### config.mk
export PLATFORM = sky130hd
export DESIGN_NAME = sigma_delta_pwm_modulator
export DESIGN_NICKNAME = d
export VERILOG_FILES = /design/src/hdl/sdpwm_pkg.sv /design/src/hdl/sdpwm_fifo.sv /design/src/hdl/sdpwm_front.sv /design/src/hdl/sdpwm_div.sv /design/src/hdl/sdpwm_back.sv /design/src/hdl/sigma_delta_pwm_modulator.sv
export SDC_FILE = /design/constraint.sdc
export NUM_CORES = 2
export LEC_CHECK = 0
export BUFFER_PORTS_ARGS = -buffer_cell sky130_fd_sc_hd__buf_2
export CORE_MARGIN = 10
export CORE_UTILIZATION = 35
export CTS_BUF_LIST = sky130_fd_sc_hd__clkbuf_8
export CTS_CLUSTER_DIAMETER = 100
export DETAILED_ROUTE_END_ITERATION = 10
export SLEW_MARGIN = 20
export SYNTH_ARGS = -nofsm -noshare
export SYNTH_HDL_FRONTEND = slang
export SYNTH_SLANG_ARGS = --single-unit
### constraint.sdc
create_clock -name clock -period 15.9 [get_ports clock]
set_clock_uncertainty 0.15 [all_clocks]
set_input_delay 1.59 -clock clock [delete_from_list [all_inputs] [get_ports clock]]
set_output_delay 1.59 -clock clock [all_outputs]
set_load 0.05 [all_outputs]
### src/hdl/sdpwm_pkg.sv
`timescale 1ns / 1ps
// Shared types and constants of the sigma-delta PWM modulator.
package sdpwm_pkg;

   // Request command codes
   localparam logic CMD_PUSH = 1'b0;
   localparam logic CMD_TICK = 1'b1;

   // Configuration port
   localparam int CSR_IDX_W = 2;
   localparam int REG_W     = 16;

   localparam logic [CSR_IDX_W-1:0] CSR_ENABLE = 2'd0;
   localparam logic [CSR_IDX_W-1:0] CSR_TICKS  = 2'd1;
   localparam logic [CSR_IDX_W-1:0] CSR_TOP    = 2'd2;
   localparam logic [CSR_IDX_W-1:0] CSR_GAIN   = 2'd3;

   // Register reset values
   localparam logic [REG_W-1:0] TICKS_RESET = 16'd20;
   localparam logic [REG_W-1:0] TOP_RESET   = 16'd89;
   localparam logic [REG_W-1:0] GAIN_UNITY  = 16'h8000;

   // Depth of the internal queues (power of two)
   localparam int FIFO_DEPTH = 2;

   // Request class decided by the front end
   localparam int KIND_W = 2;
   typedef enum logic [KIND_W-1:0] {
      KIND_PUSH     = 2'd0,
      KIND_TICK_OFF = 2'd1,
      KIND_TICK_RUN = 2'd2
   } item_kind_type;

   // Configuration seen by the back end
   typedef struct packed {
      logic [REG_W-1:0] ticks_per_sample;
      logic [REG_W-1:0] top_count;
      logic [REG_W-1:0] gain;
   } cfg_type;

endpackage

### src/hdl/sdpwm_fifo.sv
`timescale 1ns / 1ps
// Small first-in first-out queue with full and empty flags.
module sdpwm_fifo #(
   parameter int WIDTH = 18
) (
   input  logic             clock,
   input  logic             reset,
   input  logic             push,
   input  logic [WIDTH-1:0] wdata,
   output logic             full,
   input  logic             pop,
   output logic [WIDTH-1:0] rdata,
   output logic             empty
);

   localparam int PTR_W = $clog2(sdpwm_pkg::FIFO_DEPTH);
   localparam int CNT_W = $clog2(sdpwm_pkg::FIFO_DEPTH + 1);

   logic [WIDTH-1:0] mem_ff [sdpwm_pkg::FIFO_DEPTH];
   logic [PTR_W-1:0] wr_ptr_ff;
   logic [PTR_W-1:0] rd_ptr_ff;
   logic [CNT_W-1:0] count_ff;
   logic             do_push;
   logic             do_pop;

   assign full    = (count_ff == CNT_W'(sdpwm_pkg::FIFO_DEPTH));
   assign empty   = (count_ff == '0);
   assign do_push = push && !full;
   assign do_pop  = pop && !empty;
   assign rdata   = mem_ff[rd_ptr_ff];

   // Advance pointers and occupancy
   always_ff @(posedge clock) begin
      if (reset) begin
         wr_ptr_ff <= '0;
         rd_ptr_ff <= '0;
         count_ff  <= '0;
      end else begin
         if (do_push) begin
            wr_ptr_ff <= wr_ptr_ff + 1'b1;
         end
         if (do_pop) begin
            rd_ptr_ff <= rd_ptr_ff + 1'b1;
         end
         if (do_push && !do_pop) begin
            count_ff <= count_ff + 1'b1;
         end else if (do_pop && !do_push) begin
            count_ff <= count_ff - 1'b1;
         end
      end
   end

   // Store entries
   always_ff @(posedge clock) begin
      if (do_push) begin
         mem_ff[wr_ptr_ff] <= wdata;
      end
   end

endmodule

### src/hdl/sdpwm_front.sv
`timescale 1ns / 1ps
// Front end: accepts requests, classifies them and queues them for the back end.
module sdpwm_front #(
   parameter int SAMPLE_WIDTH = 16
) (
   input  logic                             clock,
   input  logic                             reset,
   input  logic                             req_push,
   input  logic                             req_cmd,
   input  logic signed [SAMPLE_WIDTH-1:0]   req_sample_in,
   output logic                             req_full,
   input  logic                             enable,
   input  logic                             cmd_pop,
   output logic                             cmd_empty,
   output sdpwm_pkg::item_kind_type         cmd_kind,
   output logic signed [SAMPLE_WIDTH-1:0]   cmd_sample
);

   localparam int ENTRY_W = sdpwm_pkg::KIND_W + SAMPLE_WIDTH;

   sdpwm_pkg::item_kind_type kind_in;
   logic [ENTRY_W-1:0]       entry_in;
   logic [ENTRY_W-1:0]       entry_out;

   // Classify the request: a tick's fate depends on whether the modulator runs
   always_comb begin
      if (req_cmd == sdpwm_pkg::CMD_PUSH) begin
         kind_in = sdpwm_pkg::KIND_PUSH;
      end else if (enable) begin
         kind_in = sdpwm_pkg::KIND_TICK_RUN;
      end else begin
         kind_in = sdpwm_pkg::KIND_TICK_OFF;
      end
   end

   assign entry_in = {kind_in, req_sample_in};

   // Hold classified requests until the back end takes them
   sdpwm_fifo #(
      .WIDTH (ENTRY_W)
   ) u_cmd_q (
      .clock (clock),
      .reset (reset),
      .push  (req_push),
      .wdata (entry_in),
      .full  (req_full),
      .pop   (cmd_pop),
      .rdata (entry_out),
      .empty (cmd_empty)
   );

   assign cmd_kind   = sdpwm_pkg::item_kind_type'(entry_out[ENTRY_W-1:SAMPLE_WIDTH]);
   assign cmd_sample = signed'(entry_out[SAMPLE_WIDTH-1:0]);

endmodule

### src/hdl/sdpwm_div.sv
`timescale 1ns / 1ps
// Restoring unsigned divider, one quotient bit per cycle.
module sdpwm_div #(
   parameter int DW = 32,
   parameter int VW = 16
) (
   input  logic          clock,
   input  logic          reset,
   input  logic          start,
   input  logic [DW-1:0] dividend,
   input  logic [VW-1:0] divisor,
   output logic          done,
   output logic [DW-1:0] quotient,
   output logic [VW-1:0] remainder
);

   localparam int CW = $clog2(DW + 1);

   logic [VW-1:0] rem_ff;
   logic [VW-1:0] dvs_ff;
   logic [DW-1:0] quo_ff;
   logic [CW-1:0] cnt_ff;
   logic          busy_ff;
   logic          done_ff;
   logic [VW:0]   trial;
   logic [VW:0]   diff;
   logic          ge;

   // Shift the next dividend bit into the partial remainder and try a subtract
   assign trial = {rem_ff, quo_ff[DW-1]};
   assign diff  = trial - {1'b0, dvs_ff};
   assign ge    = (trial >= {1'b0, dvs_ff});

   // Sequence control
   always_ff @(posedge clock) begin
      if (reset) begin
         busy_ff <= 1'b0;
         done_ff <= 1'b0;
         cnt_ff  <= '0;
      end else begin
         done_ff <= 1'b0;
         if (start) begin
            busy_ff <= 1'b1;
            cnt_ff  <= CW'(DW);
         end else if (busy_ff) begin
            cnt_ff <= cnt_ff - 1'b1;
            if (cnt_ff == CW'(1)) begin
               busy_ff <= 1'b0;
               done_ff <= 1'b1;
            end
         end
      end
   end

   // Datapath
   always_ff @(posedge clock) begin
      if (start) begin
         rem_ff <= '0;
         quo_ff <= dividend;
         dvs_ff <= divisor;
      end else if (busy_ff) begin
         rem_ff <= ge ? diff[VW-1:0] : trial[VW-1:0];
         quo_ff <= {quo_ff[DW-2:0], ge};
      end
   end

   assign done      = done_ff;
   assign quotient  = quo_ff;
   assign remainder = rem_ff;

endmodule

### src/hdl/sdpwm_back.sv
`timescale 1ns / 1ps
// Back end: sample store, interpolation, scaling and the sigma-delta loop.
module sdpwm_back #(
   parameter int SAMPLE_WIDTH = 16
) (
   input  logic                            clock,
   input  logic                            reset,
   input  sdpwm_pkg::cfg_type              cfg,
   input  logic                            phase_clr,
   input  logic                            cmd_empty,
   input  sdpwm_pkg::item_kind_type        cmd_kind,
   input  logic signed [SAMPLE_WIDTH-1:0]  cmd_sample,
   output logic                            cmd_pop,
   input  logic                            rsp_full,
   output logic                            rsp_push,
   output logic [sdpwm_pkg::REG_W-1:0]     rsp_duty,
   output logic                            rsp_out_bit
);

   localparam int W   = SAMPLE_WIDTH;
   localparam int RW  = sdpwm_pkg::REG_W;
   localparam int DW  = W + RW;       // magnitude of (s1-s0)*p
   localparam int P1W = W + RW + 2;   // signed (W+1) x (RW+1) product
   localparam int P2W = W + RW + 1;   // signed W x (RW+1) product
   localparam int EW  = W + 2;        // error and level width
   localparam logic signed [EW-1:0] HALF = EW'(2 ** (W - 1));
   localparam logic signed [EW-1:0] ONE  = EW'(2 ** W);

   typedef enum logic [2:0] {
      ST_IDLE,
      ST_MOD_WAIT,
      ST_MUL1,
      ST_DIV_GO,
      ST_DIV_WAIT,
      ST_MUL2,
      ST_FIN,
      ST_EMIT
   } state_type;

   state_type                state_ff;
   logic signed [W-1:0]      slot_ff [2];
   logic                     ptr_ff;
   logic [RW-1:0]            phase_ff;
   logic signed [EW-1:0]     err_ff;
   logic [RW-1:0]            p_ff;
   logic signed [P1W-1:0]    prod1_ff;
   logic                     neg_ff;
   logic signed [W-1:0]      interp_ff;
   logic signed [P2W-1:0]    prod2_ff;
   logic [RW-1:0]            duty_ff;
   logic                     bit_ff;
   logic                     div_start_ff;
   logic [DW-1:0]            dividend_ff;

   logic [RW-1:0]            tdiv;
   logic [RW-1:0]            gsat;
   logic [RW-1:0]            top_eff;
   logic                     div_done;
   logic [DW-1:0]            div_quo;
   logic [RW-1:0]            div_rem;
   logic signed [W:0]        diff_in;
   logic signed [P1W-1:0]    prod1_in;
   logic signed [P1W-1:0]    mag1_in;
   logic signed [W:0]        qs_in;
   logic signed [W:0]        interp_in;
   logic signed [P2W-1:0]    prod2_in;
   logic signed [W-1:0]      amp_in;
   logic signed [EW-1:0]     temp_in;
   logic                     bit_in;
   logic signed [EW-1:0]     err_in;
   logic [RW:0]              pnext_in;
   logic [RW-1:0]            phase_in;

   // Clamp the register values that have illegal codes
   assign tdiv    = (cfg.ticks_per_sample == '0) ? RW'(1) : cfg.ticks_per_sample;
   assign gsat    = (cfg.gain > sdpwm_pkg::GAIN_UNITY) ? sdpwm_pkg::GAIN_UNITY : cfg.gain;
   assign top_eff = (cfg.top_count == '0) ? RW'(1) : cfg.top_count;

   // Interpolation slope times phase
   assign diff_in  = {slot_ff[1][W-1], slot_ff[1]} - {slot_ff[0][W-1], slot_ff[0]};
   assign prod1_in = P1W'(diff_in * signed'({1'b0, p_ff}));
   assign mag1_in  = (prod1_ff < 0) ? -prod1_ff : prod1_ff;

   // Quotient truncates toward zero: apply the sign after the unsigned divide
   assign qs_in     = neg_ff ? -signed'({1'b0, div_quo[W-1:0]})
                             : signed'({1'b0, div_quo[W-1:0]});
   assign interp_in = {slot_ff[0][W-1], slot_ff[0]} + qs_in;

   // Volume scaling, floored by the arithmetic shift
   assign prod2_in = P2W'(interp_ff * signed'({1'b0, gsat}));
   assign amp_in   = prod2_ff[W+14:15];

   // Sigma-delta loop: map to [0,1), add the error, compare against one half
   assign temp_in = {{2{amp_in[W-1]}}, amp_in} + HALF + err_ff;
   assign bit_in  = (temp_in > HALF);
   assign err_in  = bit_in ? temp_in - ONE : temp_in;

   // Phase advance, wrapping at the divisor
   assign pnext_in = {1'b0, p_ff} + 1'b1;
   assign phase_in = (pnext_in >= {1'b0, tdiv}) ? '0 : pnext_in[RW-1:0];

   assign cmd_pop     = (state_ff == ST_IDLE) && !cmd_empty;
   assign rsp_push    = (state_ff == ST_EMIT) && !rsp_full;
   assign rsp_duty    = duty_ff;
   assign rsp_out_bit = bit_ff;

   // Sequencer
   always_ff @(posedge clock) begin
      if (reset) begin
         state_ff     <= ST_IDLE;
         slot_ff[0]   <= '0;
         slot_ff[1]   <= '0;
         ptr_ff       <= 1'b0;
         phase_ff     <= '0;
         err_ff       <= '0;
         div_start_ff <= 1'b0;
      end else begin
         div_start_ff <= 1'b0;
         if (phase_clr) begin
            phase_ff <= '0;
         end
         unique case (state_ff)
            ST_IDLE: begin
               if (!cmd_empty) begin
                  unique case (cmd_kind)
                     sdpwm_pkg::KIND_PUSH: begin
                        slot_ff[ptr_ff] <= cmd_sample;
                        ptr_ff          <= !ptr_ff;
                     end
                     sdpwm_pkg::KIND_TICK_OFF: begin
                        duty_ff  <= '0;
                        bit_ff   <= 1'b0;
                        state_ff <= ST_EMIT;
                     end
                     sdpwm_pkg::KIND_TICK_RUN: begin
                        // Reduce the phase modulo the divisor first
                        dividend_ff  <= {{(DW-RW){1'b0}}, phase_ff};
                        div_start_ff <= 1'b1;
                        state_ff     <= ST_MOD_WAIT;
                     end
                     default: begin
                     end
                  endcase
               end
            end
            ST_MOD_WAIT: begin
               if (div_done) begin
                  p_ff     <= div_rem;
                  state_ff <= ST_MUL1;
               end
            end
            ST_MUL1: begin
               prod1_ff <= prod1_in;
               state_ff <= ST_DIV_GO;
            end
            ST_DIV_GO: begin
               neg_ff       <= (prod1_ff < 0);
               dividend_ff  <= mag1_in[DW-1:0];
               div_start_ff <= 1'b1;
               state_ff     <= ST_DIV_WAIT;
            end
            ST_DIV_WAIT: begin
               if (div_done) begin
                  interp_ff <= interp_in[W-1:0];
                  state_ff  <= ST_MUL2;
               end
            end
            ST_MUL2: begin
               prod2_ff <= prod2_in;
               state_ff <= ST_FIN;
            end
            ST_FIN: begin
               err_ff   <= err_in;
               bit_ff   <= bit_in;
               duty_ff  <= bit_in ? top_eff : '0;
               phase_ff <= phase_in;
               state_ff <= ST_EMIT;
            end
            ST_EMIT: begin
               if (!rsp_full) begin
                  state_ff <= ST_IDLE;
               end
            end
         endcase
      end
   end

   // Shared divider for the phase reduction and the interpolation quotient
   sdpwm_div #(
      .DW (DW),
      .VW (RW)
   ) u_div (
      .clock     (clock),
      .reset     (reset),
      .start     (div_start_ff),
      .dividend  (dividend_ff),
      .divisor   (tdiv),
      .done      (div_done),
      .quotient  (div_quo),
      .remainder (div_rem)
   );

endmodule

### src/hdl/sigma_delta_pwm_modulator.sv
`timescale 1ns / 1ps
// Top level of the first-order sigma-delta PWM modulator.
//
// Requests enter through a two-deep queue (req_push/req_full) and results leave
// through another (rsp_empty/rsp_pop), so either side may stall on its own. For
// a tick while enabled the back end runs one restoring divider, one bit per
// cycle, twice per tick - once to reduce the phase modulo ticks_per_sample and
// once for the interpolation quotient - with two registered multiplies around
// it. Ticks yield exactly one result (duty, out_bit); pushes yield none.
// Registers are written through csr_we/csr_index/csr_wdata; the user must write
// them only while the block is idle, which the block itself does not enforce.
// Writing one to enable clears the phase counter, unless the back end advances
// the phase in the same cycle, but never the error accumulator.
module sigma_delta_pwm_modulator #(
   parameter int SAMPLE_WIDTH = 16
) (
   input  logic                                 clock,
   input  logic                                 reset,
   input  logic                                 req_push,
   output logic                                 req_full,
   input  logic                                 req_cmd,
   input  logic signed [SAMPLE_WIDTH-1:0]       req_sample_in,
   output logic                                 rsp_empty,
   input  logic                                 rsp_pop,
   output logic [sdpwm_pkg::REG_W-1:0]          rsp_duty,
   output logic                                 rsp_out_bit,
   input  logic                                 csr_we,
   input  logic [sdpwm_pkg::CSR_IDX_W-1:0]      csr_index,
   input  logic [sdpwm_pkg::REG_W-1:0]          csr_wdata
);

   localparam int RSP_W = sdpwm_pkg::REG_W + 1;

   logic                              enable_ff;
   sdpwm_pkg::cfg_type                cfg_ff;
   logic                              phase_clr;
   logic                              cmd_pop;
   logic                              cmd_empty;
   sdpwm_pkg::item_kind_type          cmd_kind;
   logic signed [SAMPLE_WIDTH-1:0]    cmd_sample;
   logic                              rsp_full;
   logic                              rsp_push;
   logic [sdpwm_pkg::REG_W-1:0]       back_duty;
   logic                              back_bit;
   logic [RSP_W-1:0]                  rsp_entry;

   // Configuration registers
   always_ff @(posedge clock) begin
      if (reset) begin
         enable_ff               <= 1'b0;
         cfg_ff.ticks_per_sample <= sdpwm_pkg::TICKS_RESET;
         cfg_ff.top_count        <= sdpwm_pkg::TOP_RESET;
         cfg_ff.gain             <= sdpwm_pkg::GAIN_UNITY;
      end else if (csr_we) begin
         unique case (csr_index)
            sdpwm_pkg::CSR_ENABLE: enable_ff               <= csr_wdata[0];
            sdpwm_pkg::CSR_TICKS:  cfg_ff.ticks_per_sample <= csr_wdata;
            sdpwm_pkg::CSR_TOP:    cfg_ff.top_count        <= csr_wdata;
            sdpwm_pkg::CSR_GAIN:   cfg_ff.gain             <= csr_wdata;
         endcase
      end
   end

   // A write of one to enable restarts the phase, unless the back end advances it in the same cycle
   assign phase_clr = csr_we && (csr_index == sdpwm_pkg::CSR_ENABLE) && csr_wdata[0];

   sdpwm_front #(
      .SAMPLE_WIDTH (SAMPLE_WIDTH)
   ) u_front (
      .clock         (clock),
      .reset         (reset),
      .req_push      (req_push),
      .req_cmd       (req_cmd),
      .req_sample_in (req_sample_in),
      .req_full      (req_full),
      .enable        (enable_ff),
      .cmd_pop       (cmd_pop),
      .cmd_empty     (cmd_empty),
      .cmd_kind      (cmd_kind),
      .cmd_sample    (cmd_sample)
   );

   sdpwm_back #(
      .SAMPLE_WIDTH (SAMPLE_WIDTH)
   ) u_back (
      .clock       (clock),
      .reset       (reset),
      .cfg         (cfg_ff),
      .phase_clr   (phase_clr),
      .cmd_empty   (cmd_empty),
      .cmd_kind    (cmd_kind),
      .cmd_sample  (cmd_sample),
      .cmd_pop     (cmd_pop),
      .rsp_full    (rsp_full),
      .rsp_push    (rsp_push),
      .rsp_duty    (back_duty),
      .rsp_out_bit (back_bit)
   );

   // Result queue
   sdpwm_fifo #(
      .WIDTH (RSP_W)
   ) u_rsp_q (
      .clock (clock),
      .reset (reset),
      .push  (rsp_push),
      .wdata ({back_duty, back_bit}),
      .full  (rsp_full),
      .pop   (rsp_pop),
      .rdata (rsp_entry),
      .empty (rsp_empty)
   );

   assign rsp_duty    = rsp_entry[RSP_W-1:1];
   assign rsp_out_bit = rsp_entry[0];

endmodule

==> results.cfg <==
[logic_synthesis]
synth_fp_nets = 4883
yosysMostFrequentCell = inv_1
synth_ff_type = edfxtp_1
synthCells = 4071
synthArstFlopShare_pct = 0
syn_area_per_cell_um2 = 9.630
synth_edf_count = 281
synth.cell_area_um2 = 39210
synth_area_leader_cell = fa_1
ys_ff_latch = 403
synthTopCellsByCount = 688 x inv_1, 499 x nand2_1, 470 x fa_1
synth.area.top_cells = fa_1 24%, edfxtp_1 22%, ha_1 9.6%
yosysUniqueCellTypes = 74
synth_warnings = 0
ys_seq_area_share_pct = 27.75
synth.top_cell.area_share_pct = 24.00

[sta]
setup_ws_ns = 6.417
slew_headroom_pct = 25.73
timing.fmax_ghz = 0.1055
setup_tns_ns = 0
rsz0062_at_grt = false
finalCritPeriodShare_pct = 59.64
final_max_slew_viol_count = 0
setup_viol = 0
worst_slew_pin_slew_ns = 1.111
final.min_clock_period_ns = 9.483
final_hold_viol_count = 0

[hold_path]
hold_class = reg -> reg

[clock_tree]
cts_setup_buffers = 0
clkTransAtPathRegs_ns = 0.06
clk_path_buf_depth = 3
insertion_delay_ns = 0.66
cts.repair.resized = 0
clockRootBuffer = clkbuf_8
cts_buffers = 68
cts_tree = yes
cts-hold-fix-buffers = 0
cts_sinks = 403
cts_max_level = 3

[die]
die_area_um2 = 125800
core-area_um2 = 111000
placementRows = 122
initial_core_util_pct = 35.33
chipWidth_um = 354.7
die_h_um = 354.7
ios = 59

[global_route]
grtUsageMet3_pct = 2.236
grt_max_degree = 54
antenna_found_initial = 4
groute.layer.met2.usage_pct = 25.27
grt_pass1_vias = 28860
gr-usage-all-layers_pct = 15.22
top_usage_layer = met2
grtUsageMet1_pct = 20.13
grt_pass1_wl_um = 155100
overflow = 0

[setup_path]
cp-start-kind = flop
critPathSlowestCell = xnor2_2
cp-end-kind = flop
crit_fanout = 16
crit_path_max_incr_delay_ns = 0.77
crit_arrival_ns = 9.73
path_class = reg -> reg
critPathRequiredTime_ns = 16.15
cp_common_cell = fa_1

[placement]
gp_congestion = 0.8822
placed_cell_area_um2 = 41140
place_hpwl_um = 72300
place_ws_ns = 6.512
io_buffers = 58

[route]
routed_wirelength_um = 94770
route.detailed.drc = 0
vias = 27720
drtAntennaViolNets = 0
firstDrtPassIters = 5
via_per_inst = 4.948
drtIter0Drc = 1724
avgRoutedWirePerCell_um = 16.92

[flow_run]
drv_cap = 0

[final_layout]
drive_above_1_share_pct = 7.273
final_core_util_pct = 38.23
areaGrowthSynthToFinish_pct = 8.208
fin_nets = 4872
design_area_um2 = 42420

[outcome]
status = completed
-- layout make-up --
class | instances | area [um^2]
Clock buffer | 72 | 991.0
Tap cell | 1488 | 1862
Sequential cell | 403 | 10880
Clock inverter | 49 | 285.3
Timing Repair Buffer | 108 | 675.6
Multi-Input combinational cell | 2790 | 25130
Fill cell | 11160 | 68550
Inverter | 689 | 2586
Antenna cell | 3 | 7.507
-- critical path, delay by kind of cell, from the launching register on --
| kind | cells | cell delay [ns] |
|---|---|---|
| fa+ha+maj | 9 | 3.93 |
| compound gates | 11 | 2.80 |
| xor+xnor | 2 | 0.88 |
| simple gates | 5 | 0.80 |
| flops | 1 | 0.42 |
| buf+inv | 4 | 0.25 |
-- cell families (layout without fill, tap and decap cells) --
kind of cell	Yosys count	after routing	share of synthesized area [%]
xor gates and xnor gates	169	169	3.775
adders and majority gates	778	778	33.79
other	0	3	0
DFF	403	403	27.75
muxes	87	87	2.400
AOI/OAI and AO/OA	467	467	7.666
buffers and inverters	878	918	8.464
and+or+nand+nor	1289	1289	16.15
-- cells in the final DEF (no fill, tap or decap), types with 31 or more instances in the layout --
master	count
a21o_1	31
a21oi_1	134
and2_1	205
and3_1	48
buf_2	57
buf_4	50
clkbuf_8	72
dfxtp_1	120
edfxtp_1	281
fa_1	470
ha_1	302
inv_1	715
mux2_2	56
mux2i_1	31
nand2_1	499
nand2b_1	52
nand3_1	49
nor2_1	191
nor2b_1	53
nor3_1	52
o21ai_0	119
xnor2_1	105
xor2_1	59
-- layer usage --
metal | share of wire (%) | vias to the layer above
li1 | - | 13130
met1 | 44 | 13780
met2 | 47 | 654
met3 | 5.5 | 163
met4 | 3.4 | 0
met5 | 0 | -
-- registers in the layout (all words and copies together) (netlist names), 18 cells and up, named ones only --
name,cells
u_back.slot_ff,32
u_back.dividend_ff,32
u_back.u_div.quotient,32
u_front.u_cmd_q.mem_ff,36
u_rsp_q.mem_ff,34
u_back.err_ff,18
cfg_ff,48
u_back.prod1_ff,33
-- path summary, 6_finish.rpt --
check | start | to | slack (ns) | cells after the start
max | u_back.slot_ff[0][0] | u_back.prod1_ff[33] | 6.42 | 31
max reg2reg | u_back.slot_ff[0][0] | u_back.prod1_ff[33] | 6.42 | 31
min | u_back.rsp_duty[11] | u_rsp_q.mem_ff[0][12] | 0.30 | 0
min reg2reg | u_back.rsp_duty[11] | u_rsp_q.mem_ff[0][12] | 0.30 | 0
-- through the flow --
| step | instances | hold WS [ns] |
|---|---|---|
| detailed placement | 5478 | 0.2850 |
| floorplan | 4071 | 0.2715 |
| CTS | 5599 | 0.2897 |
| global route | 5601 | 0.3066 |
| finish | 5602 | 0.3035 |
| global placement | 5477 | 0.2784 |
Power is left out: the tool's default activity adds up to more than one toggle a clock period on the data nets, which glitch-free logic cannot reach.
